$ cat src/rtl/i2cmra_pkg.sv
// Shared types and constants for the I2C register access master.
package i2cmra_pkg;

    // Configuration register indexes
    localparam int CFG_IDX_W = 2;
    localparam logic [CFG_IDX_W-1:0] CFG_PHASE_TICKS = 2'd0;
    localparam logic [CFG_IDX_W-1:0] CFG_ACK_TIMEOUT = 2'd1;

    // Configuration reset values
    localparam logic [7:0] PHASE_TICKS_RST = 8'd1;
    localparam logic [7:0] ACK_TIMEOUT_RST = 8'd200;

    // Command codes
    localparam logic [1:0] CMD_TICK  = 2'd0;
    localparam logic [1:0] CMD_WRITE = 2'd1;
    localparam logic [1:0] CMD_READ  = 2'd2;
    localparam logic [1:0] CMD_BYTE  = 2'd3;

    // Read/write bit appended to the device address
    localparam logic RW_READ = 1'b1;

    typedef struct packed {
        logic [1:0] cmd;
        logic [6:0] dev_addr;
        logic [7:0] reg_addr;
        logic [7:0] length;
        logic [7:0] write_byte;
        logic       sda_in;
    } t_in_item;

    typedef struct packed {
        logic       scl_level;
        logic       sda_level;
        logic       sda_drive;
        logic [7:0] read_byte;
        logic       read_valid;
        logic       read_last;
        logic       need_byte;
        logic       busy_res;
        logic       done_res;
        logic       ack_error;
    } t_out_item;

    typedef struct packed {
        logic [7:0] phase_ticks;
        logic [7:0] ack_timeout;
    } t_cfg;

endpackage

$ cat src/rtl/i2cmra_seq.sv
// Bus sequencer: advances the I2C transaction by one tick per step.
module i2cmra_seq (
    input  logic                  i_clk,
    input  logic                  i_rst_n,
    input  logic                  i_step,
    input  i2cmra_pkg::t_in_item  i_item,
    input  i2cmra_pkg::t_cfg      i_cfg,
    output i2cmra_pkg::t_out_item o_res
);
    import i2cmra_pkg::*;

    typedef enum logic [3:0] {
        S_IDLE, S_START1, S_TXADW, S_AKADW, S_TXREG, S_AKREG, S_NEEDB, S_TXDAT,
        S_AKDAT, S_START2, S_TXADR, S_AKADR, S_RXBIT, S_MACK, S_STOP
    } t_state;

    t_state     r_state, n_state;
    logic [1:0] r_phase, n_phase;
    logic [7:0] r_tick, n_tick;
    logic [2:0] r_bit, n_bit;
    logic [7:0] r_left, n_left;
    logic [7:0] r_shift, n_shift;
    logic [7:0] r_poll, n_poll;
    logic [6:0] r_dev, n_dev;
    logic [7:0] r_reg, n_reg;
    logic       r_rd, n_rd;
    logic       r_err, n_err;

    logic       is_ack, is_tx, timed, go;
    t_state     target;
    logic [7:0] pt;
    logic [7:0] shift_in;

    assign is_ack = (r_state == S_AKADW) || (r_state == S_AKREG) ||
                    (r_state == S_AKDAT) || (r_state == S_AKADR);
    assign is_tx  = (r_state == S_TXADW) || (r_state == S_TXREG) ||
                    (r_state == S_TXDAT) || (r_state == S_TXADR);
    assign pt       = (i_cfg.phase_ticks == 8'd0) ? 8'd1 : i_cfg.phase_ticks;
    assign shift_in = {r_shift[6:0], i_item.sda_in};

    // Compute the bus levels for this tick and the next sequencer state
    always_comb begin
        n_state = r_state;
        n_phase = r_phase;
        n_tick  = r_tick;
        n_bit   = r_bit;
        n_left  = r_left;
        n_shift = r_shift;
        n_poll  = r_poll;
        n_dev   = r_dev;
        n_reg   = r_reg;
        n_rd    = r_rd;
        n_err   = r_err;
        go      = 1'b0;
        target  = S_IDLE;
        timed   = 1'b1;

        o_res            = '0;
        o_res.scl_level  = 1'b1;
        o_res.sda_level  = 1'b1;
        o_res.sda_drive  = 1'b1;
        o_res.busy_res   = (r_state != S_IDLE);

        // Drive the bus for the current slot and phase
        if (r_state != S_IDLE && r_state != S_NEEDB) begin
            o_res.scl_level = r_phase[1];
        end
        if (r_state == S_START1 || r_state == S_START2) begin
            o_res.sda_level = (r_phase != 2'd3);
        end else if (r_state == S_STOP) begin
            o_res.sda_level = (r_phase == 2'd3);
        end else if (is_tx) begin
            o_res.sda_level = r_shift[3'd7 - r_bit];
        end else if (r_state == S_NEEDB) begin
            o_res.scl_level = 1'b0;
            o_res.sda_level = 1'b0;
            o_res.need_byte = 1'b1;
        end else if (r_state == S_MACK) begin
            o_res.sda_level = (r_left == 8'd1);
        end else if (is_ack || r_state == S_RXBIT) begin
            o_res.sda_drive = 1'b0;
        end

        // Untimed states: command intake and acknowledge polling
        if (r_state == S_IDLE) begin
            timed = 1'b0;
            if (i_item.cmd == CMD_WRITE || i_item.cmd == CMD_READ) begin
                n_dev  = i_item.dev_addr;
                n_reg  = i_item.reg_addr;
                n_left = i_item.length;
                n_rd   = (i_item.cmd == CMD_READ);
                n_err  = 1'b0;
                go     = 1'b1;
                target = S_START1;
            end
        end else if (r_state == S_NEEDB) begin
            timed = 1'b0;
            if (i_item.cmd == CMD_BYTE) begin
                n_shift = i_item.write_byte;
                go      = 1'b1;
                target  = S_TXDAT;
            end
        end else if (is_ack && r_phase == 2'd2) begin
            timed = 1'b0;
            if (!i_item.sda_in) begin
                n_phase = 2'd3;
                n_tick  = '0;
                n_poll  = '0;
            end else if ({1'b0, r_poll} + 9'd1 > {1'b0, i_cfg.ack_timeout}) begin
                n_err  = 1'b1;
                go     = 1'b1;
                target = S_STOP;
            end else begin
                n_poll = r_poll + 8'd1;
            end
        end

        // Timed phases: count ticks, sample, end slots
        if (timed) begin
            if ({1'b0, r_tick} + 9'd1 >= {1'b0, pt}) begin
                n_tick = '0;
                if (r_state == S_RXBIT && r_phase == 2'd2) begin
                    n_shift = shift_in;
                    if (r_bit == 3'd7) begin
                        o_res.read_valid = 1'b1;
                        o_res.read_byte  = shift_in;
                        o_res.read_last  = (r_left == 8'd1);
                    end
                end
                if (r_phase == 2'd3) begin
                    if ((is_tx || r_state == S_RXBIT) && r_bit != 3'd7) begin
                        n_phase = '0;
                        n_bit   = r_bit + 3'd1;
                    end else begin
                        go = 1'b1;
                        case (r_state)
                            S_START1: begin
                                target  = S_TXADW;
                                n_shift = {r_dev, ~RW_READ};
                            end
                            S_TXADW: target = S_AKADW;
                            S_AKADW: begin
                                target  = S_TXREG;
                                n_shift = r_reg;
                            end
                            S_TXREG: target = S_AKREG;
                            S_AKREG: begin
                                if (r_rd) begin
                                    target = S_START2;
                                end else begin
                                    target = (r_left == 8'd0) ? S_STOP : S_NEEDB;
                                end
                            end
                            S_TXDAT: target = S_AKDAT;
                            S_AKDAT: begin
                                n_left = r_left - 8'd1;
                                target = (r_left == 8'd1) ? S_STOP : S_NEEDB;
                            end
                            S_START2: begin
                                target  = S_TXADR;
                                n_shift = {r_dev, RW_READ};
                            end
                            S_TXADR: target = S_AKADR;
                            S_AKADR: target = (r_left == 8'd0) ? S_STOP : S_RXBIT;
                            S_RXBIT: target = S_MACK;
                            S_MACK: begin
                                n_left = r_left - 8'd1;
                                target = (r_left == 8'd1) ? S_STOP : S_RXBIT;
                            end
                            S_STOP: begin
                                target          = S_IDLE;
                                o_res.done_res  = 1'b1;
                                o_res.ack_error = r_err;
                            end
                            default: target = S_IDLE;
                        endcase
                    end
                end else begin
                    n_phase = r_phase + 2'd1;
                end
            end else begin
                n_tick = r_tick + 8'd1;
            end
        end

        // Enter a new slot with cleared counters
        if (go) begin
            n_state = target;
            n_phase = '0;
            n_tick  = '0;
            n_bit   = '0;
            n_poll  = '0;
        end
    end

    // Hold state between steps, advance on each step
    always_ff @(posedge i_clk) begin
        if (!i_rst_n) begin
            r_state <= S_IDLE;
            r_phase <= '0;
            r_tick  <= '0;
            r_bit   <= '0;
            r_left  <= '0;
            r_shift <= '0;
            r_poll  <= '0;
            r_dev   <= '0;
            r_reg   <= '0;
            r_rd    <= 1'b0;
            r_err   <= 1'b0;
        end else if (i_step) begin
            r_state <= n_state;
            r_phase <= n_phase;
            r_tick  <= n_tick;
            r_bit   <= n_bit;
            r_left  <= n_left;
            r_shift <= n_shift;
            r_poll  <= n_poll;
            r_dev   <= n_dev;
            r_reg   <= n_reg;
            r_rd    <= n_rd;
            r_err   <= n_err;
        end
    end

    // A finished transaction returns the sequencer to idle
    a_done_to_idle: assert property (@(posedge i_clk) disable iff (!i_rst_n)
        (i_step && o_res.done_res) |=> (r_state == S_IDLE))
        else $error("sequencer did not return to idle after done");

    // An error is only reported together with done
    a_err_with_done: assert property (@(posedge i_clk) disable iff (!i_rst_n)
        o_res.ack_error |-> (o_res.done_res && o_res.busy_res))
        else $error("ack_error outside of done");

    // While waiting for a write byte the slot counters stay cleared
    a_needb_clear: assert property (@(posedge i_clk) disable iff (!i_rst_n)
        (r_state == S_NEEDB) |-> (r_phase == 2'd0 && r_tick == 8'd0 && r_bit == 3'd0))
        else $error("slot counters moved while waiting for a byte");

    // A received byte is only reported during a read
    a_read_in_read: assert property (@(posedge i_clk) disable iff (!i_rst_n)
        o_res.read_valid |-> (r_rd && r_state == S_RXBIT))
        else $error("read byte reported outside a read");

endmodule

$ cat src/rtl/i2c_master_register_access.sv
// Top level of the I2C register access master: channels, config and staging.
//
// Usage: each input transaction is one timing tick of the bus sequencer and
// produces exactly one result transaction with the SCL/SDA drive for that
// tick plus read data and status. cmd 1 or 2 starts a write or read at
// dev_addr/reg_addr for length bytes; cmd 3 supplies a write byte while
// need_byte is shown; cmd 0 just advances time.
// Configuration: write phase_ticks (index 0) or ack_timeout (index 1) on the
// config channel while no transaction is pending; it is always ready.
// Path: an accepted input is held in the input register, then its result is
// captured in the result register. Throughput: one transaction per cycle
// when the receiver keeps ready high, set by the sequencer update between them.
// Stall: when the result receiver holds ready low, the result register
// holds, the input register fills, and input ready then drops until the
// result is taken; nothing is lost or repeated.
// Reset: synchronous, active low; the sequencer returns to idle (SCL high,
// SDA driven high), both stages empty, phase_ticks = 1, ack_timeout = 200.
module i2c_master_register_access (
    input  logic                              i_clk,
    input  logic                              i_rst_n,
    input  logic                              i_in_valid,
    output logic                              o_in_ready,
    input  i2cmra_pkg::t_in_item              i_in_data,
    output logic                              o_out_valid,
    input  logic                              i_out_ready,
    output i2cmra_pkg::t_out_item             o_out_data,
    input  logic                              i_cfg_valid,
    output logic                              o_cfg_ready,
    input  logic [i2cmra_pkg::CFG_IDX_W-1:0]  i_cfg_index,
    input  logic [7:0]                        i_cfg_data
);
    import i2cmra_pkg::*;

    logic      r_in_valid;
    t_in_item  r_in;
    logic      r_out_valid;
    t_out_item r_out;
    t_cfg      r_cfg;
    t_out_item res;
    logic      step;

    // Advance the sequencer when the input stage is full and the result slot frees
    assign step        = r_in_valid && (!r_out_valid || i_out_ready);
    assign o_in_ready  = !r_in_valid || step;
    assign o_out_valid = r_out_valid;
    assign o_out_data  = r_out;
    assign o_cfg_ready = 1'b1;

    // Capture configuration writes
    always_ff @(posedge i_clk) begin
        if (!i_rst_n) begin
            r_cfg.phase_ticks <= PHASE_TICKS_RST;
            r_cfg.ack_timeout <= ACK_TIMEOUT_RST;
        end else if (i_cfg_valid) begin
            case (i_cfg_index)
                CFG_PHASE_TICKS: r_cfg.phase_ticks <= i_cfg_data;
                CFG_ACK_TIMEOUT: r_cfg.ack_timeout <= i_cfg_data;
                default: ;
            endcase
        end
    end

    // Hold the accepted input transaction
    always_ff @(posedge i_clk) begin
        if (!i_rst_n) begin
            r_in_valid <= 1'b0;
        end else if (o_in_ready) begin
            r_in_valid <= i_in_valid;
        end
    end

    always_ff @(posedge i_clk) begin
        if (o_in_ready && i_in_valid) begin
            r_in <= i_in_data;
        end
    end

    // Hold the result until the receiver takes it
    always_ff @(posedge i_clk) begin
        if (!i_rst_n) begin
            r_out_valid <= 1'b0;
        end else if (step) begin
            r_out_valid <= 1'b1;
        end else if (i_out_ready) begin
            r_out_valid <= 1'b0;
        end
    end

    always_ff @(posedge i_clk) begin
        if (step) begin
            r_out <= res;
        end
    end

    i2cmra_seq u_seq (
        .i_clk   (i_clk),
        .i_rst_n (i_rst_n),
        .i_step  (step),
        .i_item  (r_in),
        .i_cfg   (r_cfg),
        .o_res   (res)
    );

endmodule

$ cat config.mk
export PLATFORM = sky130hd
export DESIGN_NAME = i2c_master_register_access
export DESIGN_NICKNAME = d
export VERILOG_FILES = /design/src/rtl/i2cmra_pkg.sv /design/src/rtl/i2cmra_seq.sv /design/src/rtl/i2c_master_register_access.sv
export SDC_FILE = /design/constraint.sdc
export NUM_CORES = 1
export LEC_CHECK = 0
export BUFFER_PORTS_ARGS = -buffer_cell sky130_fd_sc_hd__buf_2
export CAP_MARGIN = 20
export CORE_MARGIN = 5
export CORE_UTILIZATION = 30
export CTS_CLUSTER_DIAMETER = 30
export DETAILED_ROUTE_END_ITERATION = 8
export GPL_TIMING_DRIVEN = 0
export PLACE_DENSITY = 0.53
export SLEW_MARGIN = 20
export SYNTH_ARGS = -nofsm -noshare
export SYNTH_HDL_FRONTEND = slang
export SYNTH_SLANG_ARGS = --single-unit
$ cat constraint.sdc
create_clock -name i_clk -period 4.75 [get_ports i_clk]
set_input_delay 0.2375 -clock i_clk [delete_from_list [all_inputs] [get_ports i_clk]]
set_output_delay 0.2375 -clock i_clk [all_outputs]
set_load 0.005 [all_outputs]
Yosys cells after proc, flatten, opt, wreduce, memory -nomap -nowiden. Index checks and enable logic that the tools add are counted. Widths: inputs -> output; s select.

Logic and storage cells: 228. Flip-flop bits (word level): 127. Output and inout port bits: 20.

$add $sub $neg: 8. Magnitude comparators: 3. Eq/ne operators: 33. Muxes and demuxes: 99. Bitwise gates (word level): 4. Reduce and logical (&&, ||, !) cells: 50.

Operators by type and width (count): $mux 8 (29); $mux 4 (12); $pmux 4 s12 (1); $mux 1 (36); $eq 4x4->1 const B (7); $mux 2 (13); $pmux 8 s3 (1); $add 8x1->9 const B (2); $mux 3 (6); $reduce_bool 2->1 (9); $add 8x1->8 const B (2); $eq 4x3->1 const B (4); $logic_not 8->1 (2); $reduce_and 5->1 (3); $logic_or 1x1->1 (12); $reduce_or 5->1 (2); $ge 9x8->1 (1); $gt 9x8->1 (1); $ne 3x1->1 const B (3); $eq 2x2->1 const B (4); $eq 4x2->1 const B (2); $eq 8x1->1 const B (1); $sub 8x1->8 const B (1); $logic_and 1x1->1 (6); other kinds (26) (37).

Depth between registers and ports, before layout. Gate-level depths: netlist (run 1).

Word-level depth: 14. Mapped depth: 13. Depth with buffers taken out: 11.

By module. From an unflattened synthesis (run 1), not the netlist that was laid out.

Cell total of the unflattened synthesis: 670. Area total of the unflattened synthesis: 6403.6 µm².

By module, submodules not included: i2cmra_seq (area an instance 4124.0 µm², times used 1, cells an instance 541); i2c_master_register_access (area an instance 2279.7 µm², times used 1, cells an instance 129).

Least setup slack after synthesis (run 1). No wires, ideal clock.

Path kind: flip-flop to flip-flop. Start point: register u_seq.r_tick[2]. End point: register u_seq.r_state[1]. Slack: 1.855 ns. Arrival time: 2.777 ns. Stages on the path, launching flop included: 12. Clock period less this slack: 2.895 ns. Cell sequence: dfxtp_1 nand3_1 nor2_1 nand3_1 xnor2_1 ha_1 and3_1 o2111ai_1 o211ai_1 nand3_1 or3_1 a32o_1.

Word-level cells in the longest chain between the ends: 5. Elaborated cells on any way between the ends: 7. Those cells by class: add/sub (1); order compare (1); mux (4); reduce/logical (1).

Ends and longest elaborated chain: start, declared (RTL line i2cmra_seq.sv:19) `logic [7:0] r_tick, n_tick;`; start signal, assigned (RTL line i2cmra_seq.sv:213) `r_tick <= n_tick;`; $add 8x1->9 (*) (RTL line i2cmra_seq.sv:120) `if ({1'b0, r_tick} + 9'd1 >= {1'b0, pt}) begin`; $ge 9x8->1 (*) (RTL line i2cmra_seq.sv:120); $mux 1 (RTL line i2cmra_seq.sv:120); $mux 1 (RTL line i2cmra_seq.sv:119) `if (timed) begin`; $reduce_and 2->1 (no line); end signal, assigned (RTL line i2cmra_seq.sv:211) `r_state <= n_state;`; end, declared (RTL line i2cmra_seq.sv:17) `t_state r_state, n_state;`.

Mark *: on every way between the ends. The rest lies on a longest branch, timed or not. A chain may end at the register's enable or synchronous reset.

Final worst setup path (run 1).
Start point: register u_seq.r_tick[2]. End point: register r_out, in the netlist o_out_data[0] (data pin).

Word-level cells in the longest chain between the ends: 4.

Ends and longest elaborated chain: $add 8x1->9 (RTL line i2cmra_seq.sv:120); $ge 9x8->1 (RTL line i2cmra_seq.sv:120); $not 1->1 (no line); $reduce_or 5->1 (no line); end signal, assigned (RTL line i2c_master_register_access.sv:91) `r_out <= res;`; end, declared (RTL line i2c_master_register_access.sv:37) `t_out_item r_out;`.

No other way between the ends.

==> summary.txt, run 1 <==
Outcome
  – Status: finished, final reports clean

Cells and area
  – Register area: 0.00305 mm^2
  – Biggest register: r_in
  – Antenna diodes: 0
  – Max reg flops: 34
  – Final core utilization: 37.7%
  – Synth-to-layout area growth: 24.6%
  – Fill count: 2293
  – Multi-input logic area: 0.00342 mm^2
  – Final cell count without fillers: 1150
  – Share of cells above drive strength 1: 17.3%
  – NumNets Final: 927

CTS
  – Deepest clock path buffer count: 2
  – Clock Pin Slew Worst Setup and Hold Paths: 0.07 ns
  – CTS tree: done
  – CTS sink count: 127
  – Post-CTS sizing: 0
  – CTS Root Cell: clkbuf_16
  – Inserted Clock Buffers: 17
  – H-tree depth: 4
  – Worst-Skew Late Latency: 0.43 ns
  – Post CTS Setup Buffer Count: 0

Logic synthesis
  – Syn nets: 807
  – Avg Inst Size Synth: 9.26 um^2
  – Predominant post-synthesis flop cell: dfxtp_1
  – Number of synthesized flops with an enable pin: 51
  – Synth warn: 0
  – Register bit total from synthesis: 127
  – Post-synthesis cell count: 732
  – Cell taking the most area after synthesis: edfxtp_1
  – Top cells by count, synth: nand2_1, dfxtp_1, nor2_1, edfxtp_1, a21oi_1
  – Sequential area share after synthesis: 45.0%
  – Synth unique cells: 83
  – Yosys top cell area share: 22.6%
  – Async S/R FF share, synth: 0%
  – Ranking of synthesized cells by area: edfxtp_1, dfxtp_1, nand2_1
  – Most frequent cell after synthesis: nand2_1
  – Cell area after synthesis: 0.00678 mm^2

Job
  – Number of max-cap violations: 0

STA
  – Max Clock Freq: 272 MHz
  – RSZ-0062 raised after global routing: false
  – Fin crit share: 77.4%
  – Worst slew pin tran: 0.899 ns
  – Worst slew margin: 40.0%
  – Clock skew: 0.00956 ns
  – Final max-slew violation count: 0
  – Fin crit period: 3.68 ns
  – Setup-failing EPs final: 0
  – Hold Fails Final Rpt: 0
  – TNS Setup: 0 ns

Setup path
  – Startpoint Class: flop
  – CP max FO: 10
  – Worst reg2reg startpoint: u_seq.r_tick[2]
  – Crit Path Category: flop to flop
  – Worst path slowest cell: nor4_1
  – R2R Setup Slk: 1.07 ns
  – Crit path DAT: 3.98 ns
  – Data required, critical path: 5.05 ns
  – Max incr delay on CP: 0.60 ns
  – Cell breakdown of the critical path: nand3_1 -> nor2_1 -> nand3_1 -> xnor2_1 -> ha_1 -> and3_1 -> o2111ai_1 -> o211ai_1 -> buf_2 -> nand2_1 -> nor4_1 -> and2_1
  – FF-to-FF path depth: 12
  – Crit path capture type: flop
  – Reg2reg end: o_out_data[0]
  – CP most frequent cell: nand3_1

Route
  – DRC Markers: 0
  – First DRT Iteration DRCs: 464
  – Total number of vias: 5843
  – TritonRoute pass-1 iters: 5
  – Routed WL: 18.3 mm
  – Post-route ant nets: 0
  – Vias per inst: 5.08
  – Average wire per standard cell: 16.0 um

Placed design
  – Cell count after placement: 1084
  – Gpl congestion: 0.864
  – IO Port Bufs: 66
  – Post-DP HPWL: 13.4 mm

Floorplanning
  – Core ar.: 0.0224 mm^2
  – Site Rows: 55
  – # IOs: 69
  – Die height: 160 um
  – Initial Utilization: 30.2%
  – Die footprint: 0.0257 mm^2
  – Die Width: 160 um

GRT
  – Largest net degree at the start of global routing: 33
  – GRT Total Usage: 14.4%
  – Initial antenna violation count: 0
  – First-pass GRT wire length: 29.9 mm
  – Overflow after GRT: 0
  – Vias in the first global route: 5687

Pwr
  – Max VDD drop: 0.257 mV
  – P_leak: 0.00330 uW
  – Power Density: 332 mW/mm^2
  – Final total power: 2800 uW

Worst hold path
  – Hold Crit Endpoint: r_in_valid
  – Hold crit path type: input pin to flop
  – Hold Crit Depth: 3
  – Hold path start: i_in_valid
[metal layers]
| metal | track usage (%) | vias up | share of wire (%) |
|---|---|---|---|
| met2 | 22.6 | 139 | 46 |
| met4 | 5.75 | 0 | 2.3 |
| met5 | 0 | - | 0 |
| met1 | 19.6 | 2750 | 48 |
| li1 | - | 2923 | - |
| met3 | 2.62 | 31 | 3.9 |
[critical path: cells and delay by family (launching register included)]
family / cells / cell delay (ns)
xor gates and xnor gates: 1 / 0.16
DFF: 1 / 0.46
and+or+nand+nor: 7 / 1.78
buffers and inverters: 1 / 0.32
adders and majority gates: 1 / 0.30
AOI/OAI and AO/OA: 2 / 0.53
[logic make-up after synthesis]
family / count (synthesis) / synth area share (%)
xor gates and xnor gates: 12 / 1.55
DFF: 127 / 45.0
AOI/OAI and AO/OA: 175 / 18.5
muxes: 16 / 2.77
adders and majority gates: 26 / 4.80
other: 1 / 0.0553
buffers and inverters: 70 / 4.70
and+or+nand+nor: 305 / 22.6
[cell type report]
| class | instances | share of cell area, % |
|---|---|---|
| Buffer | 41 | 2.50 |
| Clock buffer | 17 | 5.03 |
| Clock inverter | 15 | 2.25 |
| Inverter | 29 | 1.29 |
| Multi-Input combinational cell | 535 | 40.4 |
| Sequential cell | 127 | 36.1 |
| Tap cell | 285 | 4.22 |
| Timing Repair Buffer | 101 | 8.17 |
[placed cells by master, fill, tap and decap left out, types with 4 or more instances in the layout]
| master | count |
|---|---|
| dfxtp_1 | 76 |
| buf_4 | 7 |
| nand3b_1 | 4 |
| nor2_1 | 76 |
| nor2b_1 | 6 |
| a21oi_1 | 40 |
| buf_2 | 72 |
| clkbuf_16 | 17 |
| xnor2_1 | 8 |
| mux2i_1 | 12 |
| o211ai_1 | 12 |
| inv_8 | 6 |
| inv_1 | 28 |
| a22oi_1 | 9 |
| o21ai_1 | 6 |
| dlygate4sd3_1 | 34 |
| nand2_1 | 100 |
| clkbuf_1 | 23 |
| a211oi_1 | 11 |
| nand2b_1 | 8 |
| nor3_1 | 12 |
| inv_6 | 4 |
| xor2_1 | 4 |
| a21o_1 | 6 |
| a31oi_1 | 13 |
| nand4_1 | 7 |
| and2_1 | 14 |
| edfxtp_1 | 51 |
| nor4_1 | 4 |
| ha_1 | 26 |
| or3_1 | 14 |
| a22o_1 | 8 |
| nand3_1 | 26 |
| a32oi_1 | 5 |
| o21ai_0 | 16 |
| and3_1 | 6 |
| o31ai_1 | 8 |
[report_power, final]
group	switching, uW	total [uW]	internal, uW
combinational	155	251	96.0
clock	598	1360	761
sequential	20.1	1190	1170
[metrics by stage]
step           area, um^2  setup slack (ns)  hold WS [ns]
4_1_cts              8450              1.18        0.0295
3_5_place_dp         7490              1.22         0.416
6_report             8450              1.07        0.0347
3_3_place_gp         7470              1.23         0.414
2_1_floorplan        6780              1.86         0.336
5_1_grt              8450             0.907        0.0746
[how the worst max path moves through the flow]
stage	from	to	slack, ns	depth (start not counted)
finish	u_seq.r_tick[2]	o_out_data[0]	1.07	12
global placement	u_seq.r_tick[2]	u_seq.r_state[1]	1.23	11
CTS	u_seq.r_tick[2]	o_out_data[0]	1.18	12
global route	u_seq.r_tick[2]	o_out_data[4]	0.91	12
floorplan	u_seq.r_tick[2]	u_seq.r_state[1]	1.86	11
detailed placement	u_seq.r_tick[2]	o_out_data[0]	1.22	12
[repair_timing]
| action | in CTS | in global routing |
|---|---|---|
| endpoints found under the setup margin | 0 | 0 |
| hold endpoints to repair | 34 | 0 |
| hold buffers | 34 | 0 |
No activity file was read; power rests on OpenSTA's default activity.
==> run 2: changes to the inputs <==
Settings changed: ABC_AREA from default to 1.
Clock period 4.75 ns to 3.7 ns, I/O delays scaled along.
==> run 2 against run 1 <==
Against the previous run: register-to-register slack worse by 0.59 ns; hold slack worse by 0.023 ns; first-iteration DRC count is 31% lower; via count is 10% higher; maximum frequency is 14% higher; wire length is 5.3% higher; largest power group unchanged.
==> summary.txt, run 2 <==
Logic synthesis
  – Ranking of synthesized cells by area: edfxtp_1, dfxtp_1, nand2_1
  – Async S/R FF share, synth: 0% (unchanged)
  – Sequential area share after synthesis: 42.5% (-2.5 points)
  – Synth unique cells: 45 (-46%)
  – Cell area after synthesis: 0.00718 mm^2 (+5.9%)
  – Syn nets: 1038 (+29%)
  – Most frequent cell after synthesis: nand2_1
  – Top cells by count, synth: nand2_1, inv_1, nor2_1, dfxtp_1, nand3_1
  – Avg Inst Size Synth: 7.46 um^2 (-19%)
  – Number of synthesized flops with an enable pin: 51 (unchanged)
  – Predominant post-synthesis flop cell: dfxtp_1
  – Register bit total from synthesis: 127 (unchanged)
  – Cell taking the most area after synthesis: edfxtp_1
  – Synth warn: 0 (unchanged)
  – Post-synthesis cell count: 963 (+32%)
  – Yosys top cell area share: 21.3% (-1.3 points)

Floorplanning
  – Die height: 165 um (+2.7%)
  – Core ar.: 0.0235 mm^2 (+4.9%)
  – Die Width: 165 um (+2.7%)
  – Die footprint: 0.0271 mm^2 (+5.5%)
  – Initial Utilization: 30.5% (+0.28 points)
  – Site Rows: 56 (+1.8%)
  – # IOs: 69 (unchanged)

Setup path
  – Crit Path Category: flop to flop
  – Data required, critical path: 3.96 ns (-1.09 ns)
  – Startpoint Class: flop
  – Crit path DAT: 3.48 ns (-0.50 ns)
  – R2R Setup Slk: 0.49 ns (-0.59 ns)
  – Crit path capture type: flop
  – CP max FO: 10 (unchanged)

Cells and area
  – Max reg flops: 34 (unchanged)
  – Most frequent cells in the layout: nand2_1, inv_1, nor2_1
  – Synth-to-layout area growth: 23.2%
  – Share of cells above drive strength 1: 14.0% (-3.3 points)
  – Antenna diodes: 0 (unchanged)
  – Biggest register: r_in
  – NumNets Final: 1159 (+25%)
  – Fill count: 2548 (+11%)
  – Most common cell after layout, fill and taps aside: nand2_1
  – Post-layout instance area: 0.00885 mm^2 (+4.7%)

Route
  – Average wire per standard cell: 13.6 um (-15%)
  – Post-route ant nets: 0 (unchanged)
  – First DRT Iteration DRCs: 322 (-31%)
  – Vias per inst: 4.55 (-10%)
  – Routed WL: 19.3 mm (+5.3%)
  – DRC Markers: 0 (unchanged)
  – Total number of vias: 6447 (+10%)
  – TritonRoute pass-1 iters: 5 (unchanged)

Placed design
  – IO Port Bufs: 66 (unchanged)
  – DP Area: 0.00791 mm^2 (+5.6%)
  – Post-DP HPWL: 14.3 mm (+7.0%)
  – Gpl congestion: 0.957 (+11%)

STA
  – Setup-failing EPs final: 0 (unchanged)
  – Final max-slew violation count: 0 (unchanged)
  – Hold Fails Final Rpt: 0 (unchanged)
  – Fin crit period: 3.21 ns (-0.463 ns)
  – Worst slew margin: 52.5% (+12 points)
  – Worst slew pin tran: 0.712 ns (-0.187 ns)
  – RSZ-0062 raised after global routing: false
  – Max Clock Freq: 311 MHz (+14%)
  – Clock skew: 0.0101 ns (+0.000546 ns)
  – TNS Setup: 0 ns (unchanged)
  – Fin crit share: 86.9% (+9.5 points)

CTS
  – Clock Pin Slew Worst Setup and Hold Paths: 0.06 ns (about the same)
  – CTS sink count: 127 (unchanged)
  – Post-CTS sizing: 0 (unchanged)
  – Deepest clock path buffer count: 2 (unchanged)
  – Worst-Skew Late Latency: 0.42 ns (about the same)
  – Inserted Clock Buffers: 17 (unchanged)
  – H-tree depth: 4 (unchanged)
  – CTS Root Cell: clkbuf_16
  – CTS tree: done

GRT
  – Vias in the first global route: 6131 (+7.8%)
  – First-pass GRT wire length: 31.6 mm (+5.7%)
  – Overflow after GRT: 0 (unchanged)
  – Largest net degree at the start of global routing: 35 (+6.1%)
  – Initial antenna violation count: 0 (unchanged)
  – GRT Total Usage: 14.7% (+0.32 points)

Pwr
  – Power Density: 446 mW/mm^2 (+34%)
  – Max VDD drop: 0.266 mV (+3.4%)
  – P_leak: 0.00382 uW (+16%)

Job
  – Number of max-cap violations: 0 (unchanged)

Outcome
  – Status: finished, final reports clean

Worst hold path
  – Hold crit path type: input pin to flop
-- run 2: changes by cell type in the layout (fill, tap and decap cells not counted), sizes merged, moves of 9 or more --
cell,before,now
nor2,79,112
mux2i,12,0
a22oi,9,0
nand3,28,76
or3,14,0
a211oi,11,1
o21ai,22,69
a31oi,15,1
inv,39,123
and2,15,0
a21oi,42,69
nand2,100,266
-- run 2: per-layer routing --
layer / vias to the layer above / track usage (%) / share of wire, % / wire (um)
li1: 3405 / - / - / -
met1: 2911 / 20.9 / 50 / 9660
met2: 116 / 23.1 / 45 / 8650
met3: 15 / 2.82 / 4.1 / 795
met4: 0 / 3.63 / 1.1 / 206
met5: - / 0 / 0 / 0
-- run 2: cells by family after synthesis --
| kind of cell | share of synthesized area [%] |
|---|---|
| fa+ha+maj | 4.53 |
| other cells | 0.0522 |
| xor+xnor | 1.46 |
| compound gates | 12.1 |
| buf+inv | 8.85 |
| simple gates | 30.5 |
| flops | 42.5 |
-- run 2: report_power, final --
part | switching (uW) | internal [uW]
Combinational | 460 | 259
Sequential | 45.8 | 1540
Clock | 689 | 949
-- run 2: path summary, 6_finish.rpt --
path,from,cells past startpoint,to
worst max-delay path,u_seq.r_tick[0],15,o_out_data[9]
worst min-delay path,i_cfg_data[6],3,r_cfg[6]
worst max register to register,u_seq.r_tick[0],15,o_out_data[9]
worst min register to register,u_seq.r_dev[1],2,u_seq.r_dev[1]
-- run 2: per-stage QoR --
step                      util, %  total power [uW]  hold WS (ns)  worst slack [ns]  std cells
after CTS                    37.6              3990      0.000455             0.469       1416
after detailed placement     33.6              2310         0.363             0.492       1348
after global routing         37.6              4150        0.0151             0.154       1416
final                        37.6              3940        0.0121             0.485       1416
after global placement       33.6              2300         0.362             0.546       1348
after floorplan                 -              2110         0.284              1.05        963
-- run 2: what timing repair did --
action / in CTS / in global routing
setup buffers: 0 / 0
hold buffers: 36 / 0
hold endpoints to repair: 36 / 0
-- run 2: final cells by class --
cell class / instances / area (um^2) / share of cell area (%)
Buffer: 31 / 178 / 2.01
Clock buffer: 20 / 479 / 5.42
Clock inverter: 12 / 96.3 / 1.09
Inverter: 121 / 458 / 5.18
Multi-Input combinational cell: 684 / 3490 / 39.5
Sequential cell: 127 / 3050 / 34.5
Tap cell: 319 / 399 / 4.51
Timing Repair Buffer: 102 / 691 / 7.81
-- run 2: critical path: stages (launching register included) --
cell and delay, ns:
dfxtp_1 0.38, ha_1 0.20, nand2_1 0.07, nor2_2 0.17, nand3_1 0.12, xor2_1 0.19, ha_1 0.34, nand2_1 0.07
nor2_1 0.12, nand3_1 0.27, nand3_4 0.22, buf_2 0.27, nand2_1 0.12, inv_1 0.10, nand4_2 0.20, nor2_1 0.19
==> run 3: changes to the inputs <==
Settings changed: RECOVER_POWER from default to 25.
==> run 3 against run 2 <==
Against the previous run: sequential cell count unchanged; final cell count unchanged; clock-buffer cell count unchanged; via count about the same; critical endpoint unchanged; cell area about the same; highest routed layer unchanged; total power about the same; critical path type unchanged; clock skew about the same.
==> summary.txt, run 3 (synthesized netlist as in run 2, its figures left out) <==
Outcome
  – Status: finished, final reports clean

Setup path
  – Data required, critical path: 3.96 ns (about the same)
  – FF-to-FF path depth: 15 (unchanged)
  – Worst reg2reg startpoint: u_seq.r_tick[0]
  – CP max FO: 10 (unchanged)
  – Startpoint Class: flop
  – Reg2reg end: o_out_data[9]
  – Crit path DAT: 3.48 ns (about the same)
  – Crit Path Category: flop to flop
  – R2R Setup Slk: 0.49 ns (about the same)
  – Crit path capture type: flop

STA
  – TNS Setup: 0 ns (unchanged)
  – Final max-slew violation count: 0 (unchanged)
  – RSZ-0062 raised after global routing: false
  – Clock skew: 0.0101 ns (+0.000000800 ns)
  – Fin crit share: 86.9% (about the same)
  – Hold Fails Final Rpt: 0 (unchanged)
  – Fin crit period: 3.21 ns (-0.0000820 ns)
  – Max Clock Freq: 311 MHz (about the same)
  – Worst slew pin tran: 0.712 ns (unchanged)
  – Setup-failing EPs final: 0 (unchanged)
  – Worst slew margin: 52.5% (unchanged)
  – Final worst setup slack: 0.486 ns (+0.0000820 ns)

GRT
  – GRT Total Usage: 14.7% (unchanged)
  – Largest net degree at the start of global routing: 35 (unchanged)
  – Vias in the first global route: 6131 (unchanged)
  – Overflow after GRT: 0 (unchanged)
  – First-pass GRT wire length: 31.6 mm (unchanged)
  – Initial antenna violation count: 0 (unchanged)

Floorplanning
  – Core ar.: 0.0235 mm^2 (unchanged)
  – Initial Utilization: 30.5% (unchanged)
  – Site Rows: 56 (unchanged)
  – Die Width: 165 um (unchanged)
  – # IOs: 69 (unchanged)
  – Die height: 165 um (unchanged)
  – Die footprint: 0.0271 mm^2 (unchanged)

CTS
  – Hold_buf cts: 36 (unchanged)
  – Post CTS Setup Buffer Count: 0 (unchanged)
  – Worst-Skew Late Latency: 0.42 ns (about the same)
  – CTS tree: done
  – Post-CTS sizing: 0 (unchanged)
  – Clock Pin Slew Worst Setup and Hold Paths: 0.06 ns (about the same)
  – H-tree depth: 4 (unchanged)
  – CTS Root Cell: clkbuf_16
  – Inserted Clock Buffers: 17 (unchanged)
  – Deepest clock path buffer count: 2 (unchanged)
  – CTS sink count: 127 (unchanged)

Placed design
  – Setup WS pre-CTS: 0.492 ns (unchanged)
  – Post-DP HPWL: 14.3 mm (unchanged)
  – Gpl congestion: 0.957 (unchanged)
  – IO Port Bufs: 66 (unchanged)

Worst hold path
  – Hold crit path type: input pin to flop
  – Hold path start: i_cfg_data[6]
  – Hold Crit Endpoint: r_cfg[6]
  – Hold Crit Depth: 3 (unchanged)

Cells and area
  – Multi-input logic area: 0.00349 mm^2 (unchanged)
  – Most common cell after layout, fill and taps aside: nand2_1
  – Max reg flops: 34 (unchanged)
  – Biggest register: r_in
  – Antenna diodes: 0 (unchanged)
  – Fill count: 2548 (unchanged)
  – Share of cells above drive strength 1: 13.8% (-0.27 points)
  – Most frequent cells in the layout: nand2_1, inv_1, nor2_1
  – NumNets Final: 1159 (unchanged)
  – Synth-to-layout area growth: 23.1% (about the same)
  – Register area: 0.00305 mm^2 (unchanged)

Pwr
  – P_leak: 0.00382 uW (-0.12%)
  – Power Density: 446 mW/mm^2 (about the same)
  – Max VDD drop: 0.266 mV (about the same)

Route
  – TritonRoute pass-1 iters: 5 (unchanged)
  – First DRT Iteration DRCs: 321 (-0.31%)
  – DRC Markers: 0 (unchanged)
  – Post-route ant nets: 0 (unchanged)
  – Average wire per standard cell: 13.6 um (about the same)
  – Total number of vias: 6449 (+0.031%)
  – Routed WL: 19.3 mm (about the same)
  – Vias per inst: 4.55 (about the same)

Job
  – Number of max-cap violations: 0 (unchanged)
==> run 3: area by class of cell <==
class	count	share of cell area (%)
clock buffers	20	5.42
flip-flops and latches	127	34.5
well taps	319	4.51
plain buffers	31	2.01
inverters	121	5.18
repair buffers	102	7.78
clock inverters	12	1.09
multi-input cells	684	39.5
==> run 3: per-layer routing <==
layer / share of wire, % / vias up / GRT usage [%]
met5: 0 / - / 0
met1: 50 / 2914 / 20.9
met2: 45 / 115 / 23.1
met4: 1.1 / 0 / 3.63
met3: 4.1 / 15 / 2.82
li1: - / 3405 / -
==> run 3: power breakdown <==
part	internal [uW]	switching, uW
clock network	949	690
registers	1540	45.8
logic	258	460
total	2750	1200
==> run 3: through the flow <==
step / power [uW] / instance area [um^2] / util [%] / hold slack, ns / std cells
after floorplan: 2110 / 7180 / - / 0.284 / 963
after CTS: 3990 / 8850 / 37.6 / 0.000455 / 1416
after global placement: 2300 / 7910 / 33.6 / 0.362 / 1348
after detailed placement: 2310 / 7910 / 33.6 / 0.363 / 1348
after global routing: 4150 / 8850 / 37.6 / 0.0151 / 1416
final: 3940 / 8850 / 37.6 / 0.0121 / 1416
==> run 3: worst max-delay path by stage <==
stage | from | to | slack, ns | cells after the start
after floorplan | u_seq.r_tick[0] | o_out_data[6] | 1.05 | 16
after global placement | u_seq.r_tick[0] | o_out_data[7] | 0.55 | 15
after detailed placement | u_seq.r_tick[0] | o_out_data[9] | 0.49 | 15
after CTS | u_seq.r_tick[0] | o_out_data[9] | 0.47 | 15
after global routing | u_seq.r_tick[0] | o_out_data[9] | 0.15 | 15
final | u_seq.r_tick[0] | o_out_data[9] | 0.49 | 15
==> run 3: worst max-delay path, stage by stage (launching register included) <==
cell	delay (ns)
dfxtp_1	0.38
ha_1	0.20
nand2_1	0.07
nor2_2	0.17
nand3_1	0.12
xor2_1	0.19
ha_1	0.34
nand2_1	0.07
nor2_1	0.12
nand3_1	0.27
nand3_4	0.22
buf_2	0.27
nand2_1	0.12
inv_1	0.10
nand4_2	0.20
nor2_1	0.19
